==> src/rtl/core/assert_macros.svh <==
// assertion macros shared by the queue manager rtl
// no dependencies; each file that asserts includes this header
`ifndef ASSERT_MACROS_SVH
`define ASSERT_MACROS_SVH

// property checked on a named clock, disabled while the named reset is low
`define ASSERT_AT(lbl, clk_sig, rstn_sig, prop, msg) \
    lbl: assert property (@(posedge clk_sig) disable iff (!rstn_sig) prop) else $error(msg);

// property checked on the module's clk and rst_n
`define ASSERT_STD(lbl, prop, msg) \
    `ASSERT_AT(lbl, clk, rst_n, prop, msg)

`endif

==> src/rtl/core/mqll_pkg.sv <==
// types and codes of the multi-queue linked-list manager
// no dependencies; used by the controller, datapath and top level
package mqll_pkg;

    // process numbers fill the 6-bit field, the next code up is the null link
    localparam int NUM_PROCS  = 64;
    // ready, blocked, io
    localparam int NUM_QUEUES = 3;

    typedef enum logic [1:0] {
        FUNC_ENQUEUE  = 2'd0,
        FUNC_POP_HEAD = 2'd1,
        FUNC_POP_TAIL = 2'd2,
        FUNC_REMOVE   = 2'd3
    } func_t;

    // one command word
    typedef struct packed {
        func_t       func;
        logic [1:0]  queue_sel;
        logic [5:0]  proc_id;
    } in_word_t;

    // one response word
    typedef struct packed {
        logic        out_valid;
        logic [5:0]  out_proc;
        logic        all_empty;
    } out_word_t;

    // controller to datapath
    typedef struct packed {
        logic capture;
        logic exec;
        logic write2;
        logic load_out;
    } ctrl_cmd_t;

    // datapath to controller
    typedef struct packed {
        logic need_write2;
    } dp_status_t;

endpackage

==> src/rtl/core/mqll_stream_if.sv <==
// valid/ready channel carrying one word of a given payload type
// depends on nothing; payload types come from mqll_pkg at the point of use
interface mqll_stream_if #(
    parameter type payload_t = logic
);
    logic     valid;
    logic     ready;
    payload_t payload;

    modport source (output valid, output payload, input ready);
    modport sink   (input valid, input payload, output ready);
endinterface

==> src/rtl/core/mqll_controller.sv <==
// sequencer of the queue manager: accept, execute, second write-back, respond
// depends on mqll_pkg and assert_macros.svh
`include "assert_macros.svh"

module mqll_controller (
    input  logic                   clk,
    input  logic                   rst_n,
    input  logic                   in_valid,
    output logic                   in_ready,
    output logic                   out_valid,
    input  logic                   out_ready,
    input  mqll_pkg::dp_status_t   status,
    output mqll_pkg::ctrl_cmd_t    cmd
);

    typedef enum logic [3:0] {
        ST_IDLE   = 4'b0001,
        ST_EXEC   = 4'b0010,
        ST_WRITE2 = 4'b0100,
        ST_FINISH = 4'b1000
    } state_t;

    state_t state_reg;
    state_t state_next;
    logic   out_valid_reg;
    logic   out_valid_next;
    logic   out_free;

    assign out_free = !out_valid_reg || out_ready;
    assign in_ready = (state_reg == ST_IDLE);
    assign out_valid = out_valid_reg;

    always_comb
    begin
        state_next   = state_reg;
        cmd          = '0;
        cmd.capture  = in_valid && (state_reg == ST_IDLE);
        case (state_reg)
            ST_IDLE:
            begin
                if (in_valid)
                begin
                    state_next = ST_EXEC;
                end
            end
            ST_EXEC:
            begin
                cmd.exec = 1'b1;
                if (status.need_write2)
                begin
                    state_next = ST_WRITE2;
                end
                else if (out_free)
                begin
                    cmd.load_out = 1'b1;
                    state_next   = ST_IDLE;
                end
                else
                begin
                    state_next = ST_FINISH;
                end
            end
            ST_WRITE2:
            begin
                cmd.write2 = 1'b1;
                if (out_free)
                begin
                    cmd.load_out = 1'b1;
                    state_next   = ST_IDLE;
                end
                else
                begin
                    state_next = ST_FINISH;
                end
            end
            ST_FINISH:
            begin
                if (out_free)
                begin
                    cmd.load_out = 1'b1;
                    state_next   = ST_IDLE;
                end
            end
            default:
            begin
                state_next = ST_IDLE;
            end
        endcase
    end

    always_comb
    begin
        out_valid_next = out_valid_reg;
        if (cmd.load_out)
        begin
            out_valid_next = 1'b1;
        end
        else if (out_ready)
        begin
            out_valid_next = 1'b0;
        end
    end

    always_ff @(posedge clk or negedge rst_n)
    begin
        if (!rst_n)
        begin
            state_reg     <= ST_IDLE;
            out_valid_reg <= 1'b0;
        end
        else
        begin
            state_reg     <= state_next;
            out_valid_reg <= out_valid_next;
        end
    end

    `ASSERT_STD(a_load_into_free_slot, cmd.load_out |-> out_free,
        "response loaded over an untaken word")
    `ASSERT_STD(a_capture_then_exec, cmd.capture |=> (state_reg == ST_EXEC),
        "accepted word not executed next cycle")
    `ASSERT_STD(a_write2_after_exec,
        (state_reg == ST_WRITE2) |-> ($past(state_reg) == ST_EXEC),
        "second write-back without a preceding execute")

endmodule

==> src/rtl/core/mqll_datapath.sv <==
// head/tail registers, next/prev link memories and the list update logic
// depends on mqll_pkg and assert_macros.svh
`include "assert_macros.svh"

module mqll_datapath (
    input  logic                   clk,
    input  logic                   rst_n,
    input  mqll_pkg::in_word_t     word,
    input  mqll_pkg::ctrl_cmd_t    cmd,
    output mqll_pkg::dp_status_t   status,
    output mqll_pkg::out_word_t    result
);

    localparam int NUM_PROCS  = mqll_pkg::NUM_PROCS;
    localparam int NUM_QUEUES = mqll_pkg::NUM_QUEUES;
    localparam int PTR_W  = $clog2(NUM_PROCS + 1);
    localparam int IDX_W  = $clog2(NUM_PROCS);
    localparam int QIDX_W = (NUM_QUEUES > 1) ? $clog2(NUM_QUEUES) : 1;
    localparam logic [PTR_W-1:0] NULL_PTR = PTR_W'(NUM_PROCS);

    typedef logic [PTR_W-1:0] ptr_t;
    typedef logic [IDX_W-1:0] idx_t;

    function automatic logic is_proc(input ptr_t x);
        return x < NULL_PTR;
    endfunction

    // queue ends
    ptr_t head_reg [NUM_QUEUES];
    ptr_t head_next [NUM_QUEUES];
    ptr_t tail_reg [NUM_QUEUES];
    ptr_t tail_next [NUM_QUEUES];

    // link memories
    ptr_t next_mem [NUM_PROCS];
    ptr_t prev_mem [NUM_PROCS];
    ptr_t rd_next_reg;
    ptr_t rd_prev_reg;

    // captured command
    mqll_pkg::func_t func_reg;
    logic            q_ok_reg;
    logic [QIDX_W-1:0] q_idx_reg;
    ptr_t            p_reg;
    logic            p_ok_reg;

    // deferred second write pair
    logic w2n_en_reg;
    idx_t w2n_addr_reg;
    ptr_t w2n_data_reg;
    logic w2p_en_reg;
    idx_t w2p_addr_reg;
    ptr_t w2p_data_reg;

    // response held across write-back and stall
    logic       res_valid_reg;
    logic [5:0] res_proc_reg;
    mqll_pkg::out_word_t result_reg;

    // capture side
    logic              q_ok_in;
    logic              p_ok_in;
    logic [QIDX_W-1:0] q_idx_in;
    ptr_t              p_in;
    ptr_t              head_in;
    ptr_t              tail_in;
    ptr_t              rdn_ptr;
    ptr_t              rdp_ptr;
    idx_t              rdn_addr;
    idx_t              rdp_addr;

    // execute side
    ptr_t h_cur;
    ptr_t t_cur;
    ptr_t h_new;
    ptr_t t_new;
    ptr_t n_lnk;
    ptr_t pr_lnk;
    logic ex_ok;
    logic wn_en;
    idx_t wn_addr;
    ptr_t wn_data;
    logic wp_en;
    idx_t wp_addr;
    ptr_t wp_data;
    logic w2n_en;
    idx_t w2n_addr;
    ptr_t w2n_data;
    logic w2p_en;
    idx_t w2p_addr;
    ptr_t w2p_data;
    logic valid_c;
    ptr_t got_c;

    // memory write ports
    logic mn_we;
    idx_t mn_addr;
    ptr_t mn_data;
    logic mp_we;
    idx_t mp_addr;
    ptr_t mp_data;

    logic all_empty_c;
    logic ends_mismatch;

    // read addresses chosen at capture, data registered for execute
    always_comb
    begin
        q_ok_in  = int'(word.queue_sel) < NUM_QUEUES;
        p_ok_in  = int'(word.proc_id) < NUM_PROCS;
        q_idx_in = QIDX_W'(word.queue_sel);
        p_in     = PTR_W'(word.proc_id);
        head_in  = q_ok_in ? head_reg[q_idx_in] : NULL_PTR;
        tail_in  = q_ok_in ? tail_reg[q_idx_in] : NULL_PTR;
        rdn_ptr  = (word.func == mqll_pkg::FUNC_POP_HEAD) ? head_in : p_in;
        rdp_ptr  = (word.func == mqll_pkg::FUNC_POP_TAIL) ? tail_in : p_in;
        if (word.func == mqll_pkg::FUNC_POP_HEAD)
        begin
            rdn_addr = is_proc(rdn_ptr) ? rdn_ptr[IDX_W-1:0] : '0;
        end
        else
        begin
            rdn_addr = p_ok_in ? rdn_ptr[IDX_W-1:0] : '0;
        end
        if (word.func == mqll_pkg::FUNC_POP_TAIL)
        begin
            rdp_addr = is_proc(rdp_ptr) ? rdp_ptr[IDX_W-1:0] : '0;
        end
        else
        begin
            rdp_addr = p_ok_in ? rdp_ptr[IDX_W-1:0] : '0;
        end
    end

    always_ff @(posedge clk)
    begin
        if (cmd.capture)
        begin
            func_reg    <= word.func;
            q_ok_reg    <= q_ok_in;
            q_idx_reg   <= q_idx_in;
            p_reg       <= p_in;
            p_ok_reg    <= p_ok_in;
            rd_next_reg <= next_mem[rdn_addr];
            rd_prev_reg <= prev_mem[rdp_addr];
        end
    end

    // list update for the captured command
    always_comb
    begin
        h_cur    = q_ok_reg ? head_reg[q_idx_reg] : NULL_PTR;
        t_cur    = q_ok_reg ? tail_reg[q_idx_reg] : NULL_PTR;
        h_new    = h_cur;
        t_new    = t_cur;
        n_lnk    = is_proc(rd_next_reg) ? rd_next_reg : NULL_PTR;
        pr_lnk   = is_proc(rd_prev_reg) ? rd_prev_reg : NULL_PTR;
        ex_ok    = 1'b0;
        wn_en    = 1'b0;
        wn_addr  = '0;
        wn_data  = NULL_PTR;
        wp_en    = 1'b0;
        wp_addr  = '0;
        wp_data  = NULL_PTR;
        w2n_en   = 1'b0;
        w2n_addr = '0;
        w2n_data = NULL_PTR;
        w2p_en   = 1'b0;
        w2p_addr = '0;
        w2p_data = NULL_PTR;
        valid_c  = 1'b0;
        got_c    = '0;
        case (func_reg)
            mqll_pkg::FUNC_ENQUEUE:
            begin
                if (q_ok_reg && p_ok_reg)
                begin
                    ex_ok   = 1'b1;
                    wn_en   = 1'b1;
                    wn_addr = p_reg[IDX_W-1:0];
                    wp_en   = 1'b1;
                    wp_addr = p_reg[IDX_W-1:0];
                    t_new   = p_reg;
                    if (is_proc(t_cur))
                    begin
                        wp_data  = t_cur;
                        w2n_en   = 1'b1;
                        w2n_addr = t_cur[IDX_W-1:0];
                        w2n_data = p_reg;
                    end
                    else
                    begin
                        h_new = p_reg;
                    end
                end
            end
            mqll_pkg::FUNC_POP_HEAD:
            begin
                if (q_ok_reg && is_proc(h_cur))
                begin
                    ex_ok   = 1'b1;
                    valid_c = 1'b1;
                    got_c   = h_cur;
                    wn_en   = 1'b1;
                    wn_addr = h_cur[IDX_W-1:0];
                    if (is_proc(n_lnk))
                    begin
                        h_new   = n_lnk;
                        wp_en   = 1'b1;
                        wp_addr = n_lnk[IDX_W-1:0];
                    end
                    else
                    begin
                        h_new = NULL_PTR;
                        t_new = NULL_PTR;
                    end
                end
            end
            mqll_pkg::FUNC_POP_TAIL:
            begin
                if (q_ok_reg && is_proc(t_cur))
                begin
                    ex_ok   = 1'b1;
                    valid_c = 1'b1;
                    got_c   = t_cur;
                    wp_en   = 1'b1;
                    wp_addr = t_cur[IDX_W-1:0];
                    if (is_proc(pr_lnk))
                    begin
                        t_new   = pr_lnk;
                        wn_en   = 1'b1;
                        wn_addr = pr_lnk[IDX_W-1:0];
                    end
                    else
                    begin
                        h_new = NULL_PTR;
                        t_new = NULL_PTR;
                    end
                end
            end
            mqll_pkg::FUNC_REMOVE:
            begin
                if (q_ok_reg && p_ok_reg)
                begin
                    ex_ok = 1'b1;
                    if (h_cur == p_reg)
                    begin
                        h_new = n_lnk;
                    end
                    else if (is_proc(pr_lnk))
                    begin
                        wn_en   = 1'b1;
                        wn_addr = pr_lnk[IDX_W-1:0];
                        wn_data = n_lnk;
                    end
                    if (t_cur == p_reg)
                    begin
                        t_new = pr_lnk;
                    end
                    else if (is_proc(n_lnk))
                    begin
                        wp_en   = 1'b1;
                        wp_addr = n_lnk[IDX_W-1:0];
                        wp_data = pr_lnk;
                    end
                    // a null at either end empties the queue
                    if (!is_proc(h_new) || !is_proc(t_new))
                    begin
                        h_new = NULL_PTR;
                        t_new = NULL_PTR;
                    end
                    // removed entry's own links cleared last
                    w2n_en   = 1'b1;
                    w2n_addr = p_reg[IDX_W-1:0];
                    w2p_en   = 1'b1;
                    w2p_addr = p_reg[IDX_W-1:0];
                end
            end
            default:
            begin
                ex_ok = 1'b0;
            end
        endcase
    end

    assign status.need_write2 = w2n_en || w2p_en;

    always_comb
    begin
        for (int i = 0; i < NUM_QUEUES; i++)
        begin
            if (cmd.exec && ex_ok && (q_idx_reg == QIDX_W'(i)))
            begin
                head_next[i] = h_new;
                tail_next[i] = t_new;
            end
            else
            begin
                head_next[i] = head_reg[i];
                tail_next[i] = tail_reg[i];
            end
        end
    end

    always_ff @(posedge clk or negedge rst_n)
    begin
        if (!rst_n)
        begin
            for (int i = 0; i < NUM_QUEUES; i++)
            begin
                head_reg[i] <= NULL_PTR;
                tail_reg[i] <= NULL_PTR;
            end
        end
        else
        begin
            for (int i = 0; i < NUM_QUEUES; i++)
            begin
                head_reg[i] <= head_next[i];
                tail_reg[i] <= tail_next[i];
            end
        end
    end

    // one write port per memory, first pair at execute, second pair after
    always_comb
    begin
        if (cmd.exec)
        begin
            mn_we   = wn_en;
            mn_addr = wn_addr;
            mn_data = wn_data;
            mp_we   = wp_en;
            mp_addr = wp_addr;
            mp_data = wp_data;
        end
        else
        begin
            mn_we   = cmd.write2 && w2n_en_reg;
            mn_addr = w2n_addr_reg;
            mn_data = w2n_data_reg;
            mp_we   = cmd.write2 && w2p_en_reg;
            mp_addr = w2p_addr_reg;
            mp_data = w2p_data_reg;
        end
    end

    always_ff @(posedge clk)
    begin
        if (mn_we)
        begin
            next_mem[mn_addr] <= mn_data;
        end
        if (mp_we)
        begin
            prev_mem[mp_addr] <= mp_data;
        end
    end

    always_ff @(posedge clk)
    begin
        if (cmd.exec)
        begin
            w2n_en_reg    <= w2n_en;
            w2n_addr_reg  <= w2n_addr;
            w2n_data_reg  <= w2n_data;
            w2p_en_reg    <= w2p_en;
            w2p_addr_reg  <= w2p_addr;
            w2p_data_reg  <= w2p_data;
            res_valid_reg <= valid_c;
            res_proc_reg  <= 6'(got_c);
        end
    end

    // response word
    always_comb
    begin
        all_empty_c = 1'b1;
        for (int i = 0; i < NUM_QUEUES; i++)
        begin
            if (is_proc(head_next[i]))
            begin
                all_empty_c = 1'b0;
            end
        end
    end

    always_ff @(posedge clk)
    begin
        if (cmd.load_out)
        begin
            result_reg.out_valid <= cmd.exec ? valid_c : res_valid_reg;
            result_reg.out_proc  <= cmd.exec ? 6'(got_c) : res_proc_reg;
            result_reg.all_empty <= all_empty_c;
        end
    end

    assign result = result_reg;

    always_comb
    begin
        ends_mismatch = 1'b0;
        for (int i = 0; i < NUM_QUEUES; i++)
        begin
            if (is_proc(head_reg[i]) != is_proc(tail_reg[i]))
            begin
                ends_mismatch = 1'b1;
            end
        end
    end

    `ASSERT_STD(a_ends_agree, !ends_mismatch,
        "queue head and tail disagree on emptiness")
    `ASSERT_STD(a_write2_follows_need,
        cmd.write2 |-> ($past(cmd.exec) && $past(status.need_write2)),
        "second write-back without a pending pair")

endmodule

==> src/rtl/core/multi_queue_linked_list_manager.sv <==
// top level of the multi-queue linked-list manager
// depends on mqll_pkg, mqll_stream_if, mqll_controller and mqll_datapath
//
// keeps NUM_QUEUES fifo queues of process numbers as doubly linked lists
// over next/prev link memories of NUM_PROCS entries, plus a head and tail
// register per queue
// cmd channel: one word per operation (enqueue at tail, pop head, pop tail,
//   remove a named process) on the queue given by queue_sel
// rsp channel: exactly one word per command, with the popped process and
//   its valid flag, and whether every queue is empty afterwards
// sequence: a command is executed in the cycle after it is taken (link
//   memory data read at capture, first write-back pair and end update at
//   execute); enqueue onto a non-empty queue and remove then write the
//   second write-back pair in a separate state, as each link memory has
//   one write port; the response is loaded into the output register at
//   the end of that work
// the output register lets the next command be accepted while a response
//   still waits; when rsp is stalled and a new command finishes, the block
//   holds that response and accepts nothing until the old word is taken
// reset: all queues empty; link memories hold nothing until written and
//   need no clearing pass, the block is ready right after reset
module multi_queue_linked_list_manager (
    input logic          clk,
    input logic          rst_n,
    mqll_stream_if.sink   cmd,
    mqll_stream_if.source rsp
);

    mqll_pkg::ctrl_cmd_t  ctrl;
    mqll_pkg::dp_status_t status;

    // sequencer: capture, execute, optional second write-back, respond
    mqll_controller u_ctrl (
        .clk       (clk),
        .rst_n     (rst_n),
        .in_valid  (cmd.valid),
        .in_ready  (cmd.ready),
        .out_valid (rsp.valid),
        .out_ready (rsp.ready),
        .status    (status),
        .cmd       (ctrl)
    );

    // list state, link memories and response register
    mqll_datapath u_dp (
        .clk    (clk),
        .rst_n  (rst_n),
        .word   (cmd.payload),
        .cmd    (ctrl),
        .status (status),
        .result (rsp.payload)
    );

endmodule
==> src/flat_wrapper.sv <==
// flat-port wrapper written by rule: the top's interface ports become plain ports
module multi_queue_linked_list_manager_flat 
  (clk, rst_n, cmd_valid, cmd_payload, cmd_ready, rsp_valid, rsp_payload, rsp_ready);
  mqll_stream_if cmd_i ();
  mqll_stream_if rsp_i ();
  input logic clk;
  input logic rst_n;
  input wire logic [$bits(cmd_i.valid)-1:0] cmd_valid;
  input wire logic [$bits(cmd_i.payload)-1:0] cmd_payload;
  output wire logic [$bits(cmd_i.ready)-1:0] cmd_ready;
  output wire logic [$bits(rsp_i.valid)-1:0] rsp_valid;
  output wire logic [$bits(rsp_i.payload)-1:0] rsp_payload;
  input wire logic [$bits(rsp_i.ready)-1:0] rsp_ready;
  assign cmd_i.valid = cmd_valid;
  assign cmd_i.payload = cmd_payload;
  assign cmd_ready = cmd_i.ready;
  assign rsp_valid = rsp_i.valid;
  assign rsp_payload = rsp_i.payload;
  assign rsp_i.ready = rsp_ready;
  multi_queue_linked_list_manager u_core (.clk(clk), .rst_n(rst_n), .cmd(cmd_i), .rsp(rsp_i));
endmodule
==> config.mk <==
export PLATFORM = sky130hd
export DESIGN_NAME = multi_queue_linked_list_manager_flat
export DESIGN_NICKNAME = d
export VERILOG_FILES = /design/src/rtl/core/mqll_pkg.sv /design/src/rtl/core/mqll_stream_if.sv /design/src/rtl/core/mqll_controller.sv /design/src/rtl/core/mqll_datapath.sv /design/src/rtl/core/multi_queue_linked_list_manager.sv /design/src/flat_wrapper.sv
export VERILOG_INCLUDE_DIRS = /design/src /design/src/rtl/core
export SDC_FILE = /design/constraint.sdc
export NUM_CORES = 1
export LEC_CHECK = 0
export ABC_AREA = 0
export BUFFER_PORTS_ARGS = -buffer_cell sky130_fd_sc_hd__clkbuf_2
export CAP_MARGIN = 20
export CORE_AREA = 8 8 45 47
export CTS_CLUSTER_DIAMETER = 80
export DETAILED_ROUTE_END_ITERATION = 12
export DIE_AREA = 0 0 53 55
export HOLD_SLACK_MARGIN = 0.06
export SYNTH_ARGS = -nofsm -noshare
export SYNTH_HDL_FRONTEND = slang
export SYNTH_SLANG_ARGS = --single-unit
==> constraint.sdc <==
create_clock -name clk -period 2.3 [get_ports clk]
set_clock_uncertainty 0.2 [all_clocks]
set_input_delay 0.345 -clock clk [delete_from_list [all_inputs] [get_ports clk]]
set_output_delay 0.345 -clock clk [all_outputs]
set_load 0.005 [all_outputs]
==> impl_metrics.py, run 1 <==
metrics = {
    "floorplan": {
        "start_util": 0.2803,
        "die-area_mm2": 0.002915,
        "pin_count": 8,
        "die_h_um": 55,
        "core_area_mm2": 0.001384,
        "die_w_um": 53,
        "rows": 14,
    },
    "power_and_ir_drop": {
        "p_leak_nw": 0.2115,
        "power.density_mw_per_mm2": 916.0,
        "peakVddDrop_mv": 0.3579,
    },
    "global_route": {
        "grt_pass1_vias": 283,
        "grt-ovfl-total": 0,
        "grt_usage": 0.06051,
        "grt_max_degree": 8,
        "met2_usage": 0.07813,
        "gr-usage-met3": 0.02941,
        "grt-busiest-layer": "met2",
        "met1_usage": 0.06811,
        "grt_pass1_wl_um": 1221,
        "antenna_found_initial": 0,
    },
    "timing": {
        "holdWs_ns": 0.1477,
        "timing.final.crit_period_ns": 1.777,
        "setup_viol": 0,
        "final_hold_viol_count": 0,
        "max_freq_mhz": 562.7,
        "worstMarginPinSlew_ns": 0.3562,
        "rsz0062_at_grt": "no",
        "final-max-slew-violation-count": 0,
        "fin_tns_setup_ns": 0,
        "fin_ws_ns": 0.5229,
        "relSlewSlack": 0.7605,
        "post-route-period-util": 0.7726,
    },
    "yosys": {
        "syn-num-nets": 36,
        "synthTopCellsByCount": "4 x dfrtp_1, 4 x nor2b_1, 3 x dfstp_2, 3 x nor2_1",
        "syn-cell-area_um2": 387.9,
        "ys_ff_latch": 8,
        "syn_area_per_cell_um2": 12.51,
        "yosysWarnings": 0,
        "synth_async_sr_flop_share": 0.8750,
        "synthDistinctLibCells": 18,
        "yosysTopAreaCell": "dfrtp_1",
        "synth.top_cell.area_share": 0.2581,
        "synth_edf_count": 1,
        "netlist_instances": 31,
        "synthFlopType": "dfrtp_1",
        "ys_seq_area_frac": 0.5387,
        "synth_area_leaders": "dfrtp_1 26%, dfstp_2 20%, nor4b_4 12%, edfxtp_1 7.7%, nor2b_1 6.5%",
    },
    "clock_tree": {
        "cts_tree": "built",
        "clk_pin_slew_ns": 0.05,
        "h-tree-depth": 1,
        "numClockSinks": 8,
        "cts_buffers": 3,
        "clk-insertion-delay-late_ns": 0.25,
        "cts.repair.resized": 0,
        "cts_root_buf": "clkbuf_4",
        "clk_path_buf_depth": 2,
    },
    "routing": {
        "drt_first_iter_violations": 0,
        "vias_per_cell": 4.672,
        "drc": 0,
        "postRouteAntennaNets": 0,
        "drtPass1Iterations": 1,
        "wire_per_inst_um": 11.45,
        "wl_um": 664,
        "num_vias": 271,
    },
    "worst_setup_path": {
        "worstSetupPathType": "flop to output port",
        "crit_fanout": 6,
        "max_stage_delay_ns": 0.47,
        "worstSetupStartpointType": "flop",
        "cp.arrival_ns": 1.23,
        "path_cells": "nor4b_4, clkbuf_2",
        "end_kind": "output port",
        "cp.required_ns": 1.75,
        "slowest_stage": "dfrtp_1",
    },
    "final_layout": {
        "layout-drive-gt1-share": 0.3333,
        "largest_reg_flops": 4,
        "final_cells": 58,
        "final_nets": 48,
        "n_antenna_cell": 0,
        "areaGrowthSynthToFinish_pct": 22.26,
    },
    "place": {
        "dp_slack_ns": 0.7022,
        "place_congestion": 0.6653,
        "dp.cells": 53,
        "dp_hpwl_um": 523.3,
        "port-buffer-count": 6,
    },
    "status": {
        "status": "completed",
    },
    "worst_hold_path": {
        "hp-class": "input pin to flop",
    },
    "job": {
        "maxCapViolCount": 0,
    },
}
## power by group
group	total (mW)	leakage (nW)	internal, mW	switching [mW]
Sequential	0.209	0.0929	0.171	0.0375
Clock	0.112	0.0150	0.0662	0.0457
Combinational	0.114	0.104	0.0705	0.0434
## per-stage QoR
step | util | power [mW] | cell area, um^2
6_report | 0.3427 | 0.4344 | 474.2
5_1_grt | 0.3427 | 0.4685 | 474.2
4_1_cts | 0.3427 | 0.4440 | 474.2
3_5_place_dp | 0.3165 | 0.3261 | 437.9
3_3_place_gp | 0.3165 | 0.3253 | 437.9
2_1_floorplan | - | 0.2893 | 387.9
## cells by family (layout without fill, tap and decap cells)
kind of cell           Yosys count  count (layout)  synth area share
AOI/OAI and AO/OA                5               5            0.1065
buffers and inverters            1              12          0.009668
DFF                              8               8            0.5387
and+or+nand+nor                 17              17            0.3452
## metal layers
metal | routed length [um] | vias to the layer above
met5 | 0 | -
met4 | 8 | 0
met3 | 45 | 2
met2 | 301 | 4
met1 | 309 | 129
li1 | - | 136
## layout make-up
| class | instances | area (um^2) |
|---|---|---|
| flip-flops and latches | 8 | 209.0 |
| repair buffers | 7 | 40.04 |
| fillers | 139 | 909.6 |
| multi-input cells | 22 | 175.2 |
| inverters | 1 | 3.754 |
| well taps | 16 | 20.02 |
| clock buffers | 4 | 26.28 |
## placed cells by master (no fill, tap or decap), drive strengths merged, types with 2 or more instances in the layout
cell / synthesis / layout
dfrtp: 4 / 4
nor2: 3 / 3
nor2b: 4 / 4
nor4b: 2 / 2
clkbuf: 0 / 10
dfstp: 3 / 3
nand2: 2 / 2
nor3b: 2 / 2
## worst paths after layout
check                                                start                    endpoint  slack [ns]  cells after the start
worst max-delay path            u_core.u_ctrl.state_reg[3]                   cmd_ready        0.52                      2
worst min-delay path                             cmd_valid  u_core.u_ctrl.state_reg[1]        0.15                      2
worst max register to register  u_core.u_ctrl.state_reg[3]       u_core.u_dp.result[0]        0.70                      3
worst min register to register    u_core.u_dp.head_reg[20]    u_core.u_dp.head_reg[20]        0.29                      1
max in group asynchronous                            rst_n  u_core.u_ctrl.state_reg[0]        1.41                      2
min in group asynchronous                            rst_n  u_core.u_ctrl.state_reg[3]        0.25                      2
## worst max-delay path, delay by kind of cell (launching register included)
kind	cells	cell delay, ns
buf+inv	1	0.16
flops	1	0.47
simple gates	1	0.34
## what timing repair did
item / in CTS / in global routing
hold buffers: 1 / 0
hold endpoints to repair: 7 / 0
setup buffers: 0 / 0
Note: power is estimated with default switching activity, not from simulation.
==> run 2, diff against run 1 <==
clock period = 1.57 ns   (was 2.3 ns; I/O delays follow)
==> run 2 against run 1 <==
The flow now finishes with violations (negative setup slack); register-to-register slack worse by 0.76 ns; largest cell class unchanged; global-route usage increased by 0.98 points; sequential share of layout area fell by 8.9 points; sequential power grew 33%; critical endpoint unchanged; non-clock buffer count increased by 12; worst hold slack got worse by 0.037 ns; power rose by 74%; sequential cell count is the same; final cell count grew 21%; combinational power grew to 2.8 times the previous value.
==> impl_metrics.py, run 2 (synthesis gave the netlist of run 1 again) <==
metrics = {
    "place": {
        "place_congestion": 0.6561,
        "port-buffer-count": 6,
        "dp_hpwl_um": 600.6,
        "postPlaceCellArea_um2": 483.0,
        "dp_slack_ns": -0.02448,
    },
    "global_route": {
        "grt_pass1_wl_um": 1421,
        "grt_pass1_vias": 328,
        "grt_max_degree": 8,
        "grt-ovfl-total": 0,
        "antenna_found_initial": 0,
        "grt_usage": 0.07033,
    },
    "timing": {
        "fin_ws_ns": -0.06820,
        "relSlewSlack": 0.7672,
        "max_freq_mhz": 610.4,
        "setup_viol": 2,
        "timing.final.crit_period_ns": 1.638,
        "final_hold_viol_count": 0,
        "holdWs_ns": 0.1102,
        "post-route-period-util": 1.043,
        "rsz0062_at_grt": "yes",
        "final-max-slew-violation-count": 0,
        "worstMarginPinSlew_ns": 0.3478,
    },
    "power_and_ir_drop": {
        "power.density_mw_per_mm2": 1274,
        "p_leak_nw": 0.2792,
        "finalPower_uw": 757.1,
        "peakVddDrop_mv": 0.4851,
    },
    "clock_tree": {
        "h-tree-depth": 1,
        "numClockSinks": 8,
        "clk-insertion-delay-late_ns": 0.25,
        "clk_path_buf_depth": 2,
        "cts_tree": "built",
        "clk_pin_slew_ns": 0.05,
        "cts_root_buf": "clkbuf_4",
        "cts_buffers": 3,
    },
    "final_layout": {
        "layout-drive-gt1-share": 0.5370,
        "areaGrowthSynthToFinish_pct": 53.23,
        "finalInstanceArea_um2": 594.3,
        "n_antenna_cell": 0,
        "final_common_cell": "buf_4",
        "largest_reg_flops": 4,
        "final_nets": 60,
        "final_cell_mix": "9 x buf_4, 5 x clkbuf_2, 4 x nor2b_1, 4 x dfrtp_1",
        "utilization": 0.4295,
    },
    "worst_setup_path": {
        "cp.arrival_ns": 1.20,
        "cp.required_ns": 1.13,
        "r2r-start": "u_core.u_ctrl.state_reg[2]",
        "end_kind": "output port",
        "r2r-end": "u_core.u_dp.result[0]",
        "r2r_slack_ns": -0.06,
        "worstSetupPathType": "flop to output port",
        "worstRegToRegCells": 5,
        "worstSetupStartpointType": "flop",
        "crit_fanout": 2,
        "endpoint": "cmd_ready",
        "startpoint": "u_core.u_ctrl.state_reg[2]",
    },
    "worst_hold_path": {
        "hp-class": "input pin to flop",
        "hp-start": "rsp_ready",
    },
    "floorplan": {
        "core_area_mm2": 0.001384,
        "pin_count": 8,
        "rows": 14,
        "die-area_mm2": 0.002915,
        "start_util": 0.2803,
        "die_w_um": 53,
        "die_h_um": 55,
    },
    "routing": {
        "num_vias": 319,
        "drt_first_iter_violations": 3,
        "wire_per_inst_um": 11.70,
        "postRouteAntennaNets": 0,
        "drc": 0,
        "drtPass1Iterations": 3,
        "wl_um": 819,
        "vias_per_cell": 4.557,
    },
    "status": {
        "status": "finished, violations left",
        "violations": "negative setup slack",
    },
    "job": {
        "maxCapViolCount": 0,
    },
}
[run 2: timing repair]
| item | CTS | global route |
|---|---|---|
| gates cloned | 0 | 0 |
| endpoints found under the hold margin | 8 | 0 |
| endpoints found under the setup margin | 3 | 5 |
| pin swaps | 2 | 3 |
| resized for setup | 4 | 4 |
| buffers inserted | 2 | 4 |
| hold buffers | 2 | 0 |
[run 2: cell type report]
class | instances | area [um^2]
timing repair buffer | 19 | 140.1
multi-input combinational | 22 | 195.2
sequential | 8 | 209.0
tap | 16 | 20.02
inverter | 1 | 3.754
fill | 134 | 789.5
clock buffer | 4 | 26.28
[run 2: worst min path at each step]
stage,to,cells after the start
after floorplan,u_core.u_ctrl.out_valid,0
after global placement,u_core.u_ctrl.state_reg[2],1
after detailed placement,u_core.u_ctrl.state_reg[2],1
after CTS,u_core.u_ctrl.state_reg[3],3
after global routing,u_core.u_ctrl.state_reg[3],3
final,u_core.u_ctrl.state_reg[3],3
[run 2: per-layer routing]
layer | track usage | routed length (um) | vias to the layer above
met3 | 0.02941 | 46 | 2
met4 | 0.06466 | 9 | 0
met1 | 0.07099 | 336 | 153
met2 | 0.1094 | 426 | 4
li1 | - | - | 160
met5 | 0 | 0 | -
[run 2: per-stage QoR]
stage | setup TNS [ns] | cells
finish | -0.1322 | 70
global route | -0.2764 | 70
CTS | -0.1916 | 67
detailed placement | -0.02965 | 59
global placement | -0.03546 | 59
floorplan | 0 | 31
[run 2: worst max-delay path, cell delays in order, from the launching register on]
cell     delay, ns
dfrtp_1       0.40
buf_6         0.14
nor4b_4       0.26
buf_2         0.16
[run 2: where the power goes]
group	internal, mW	switching [mW]	total (mW)
Sequential	0.251	0.0287	0.279
Clock	0.0969	0.0647	0.162
Combinational	0.185	0.131	0.316
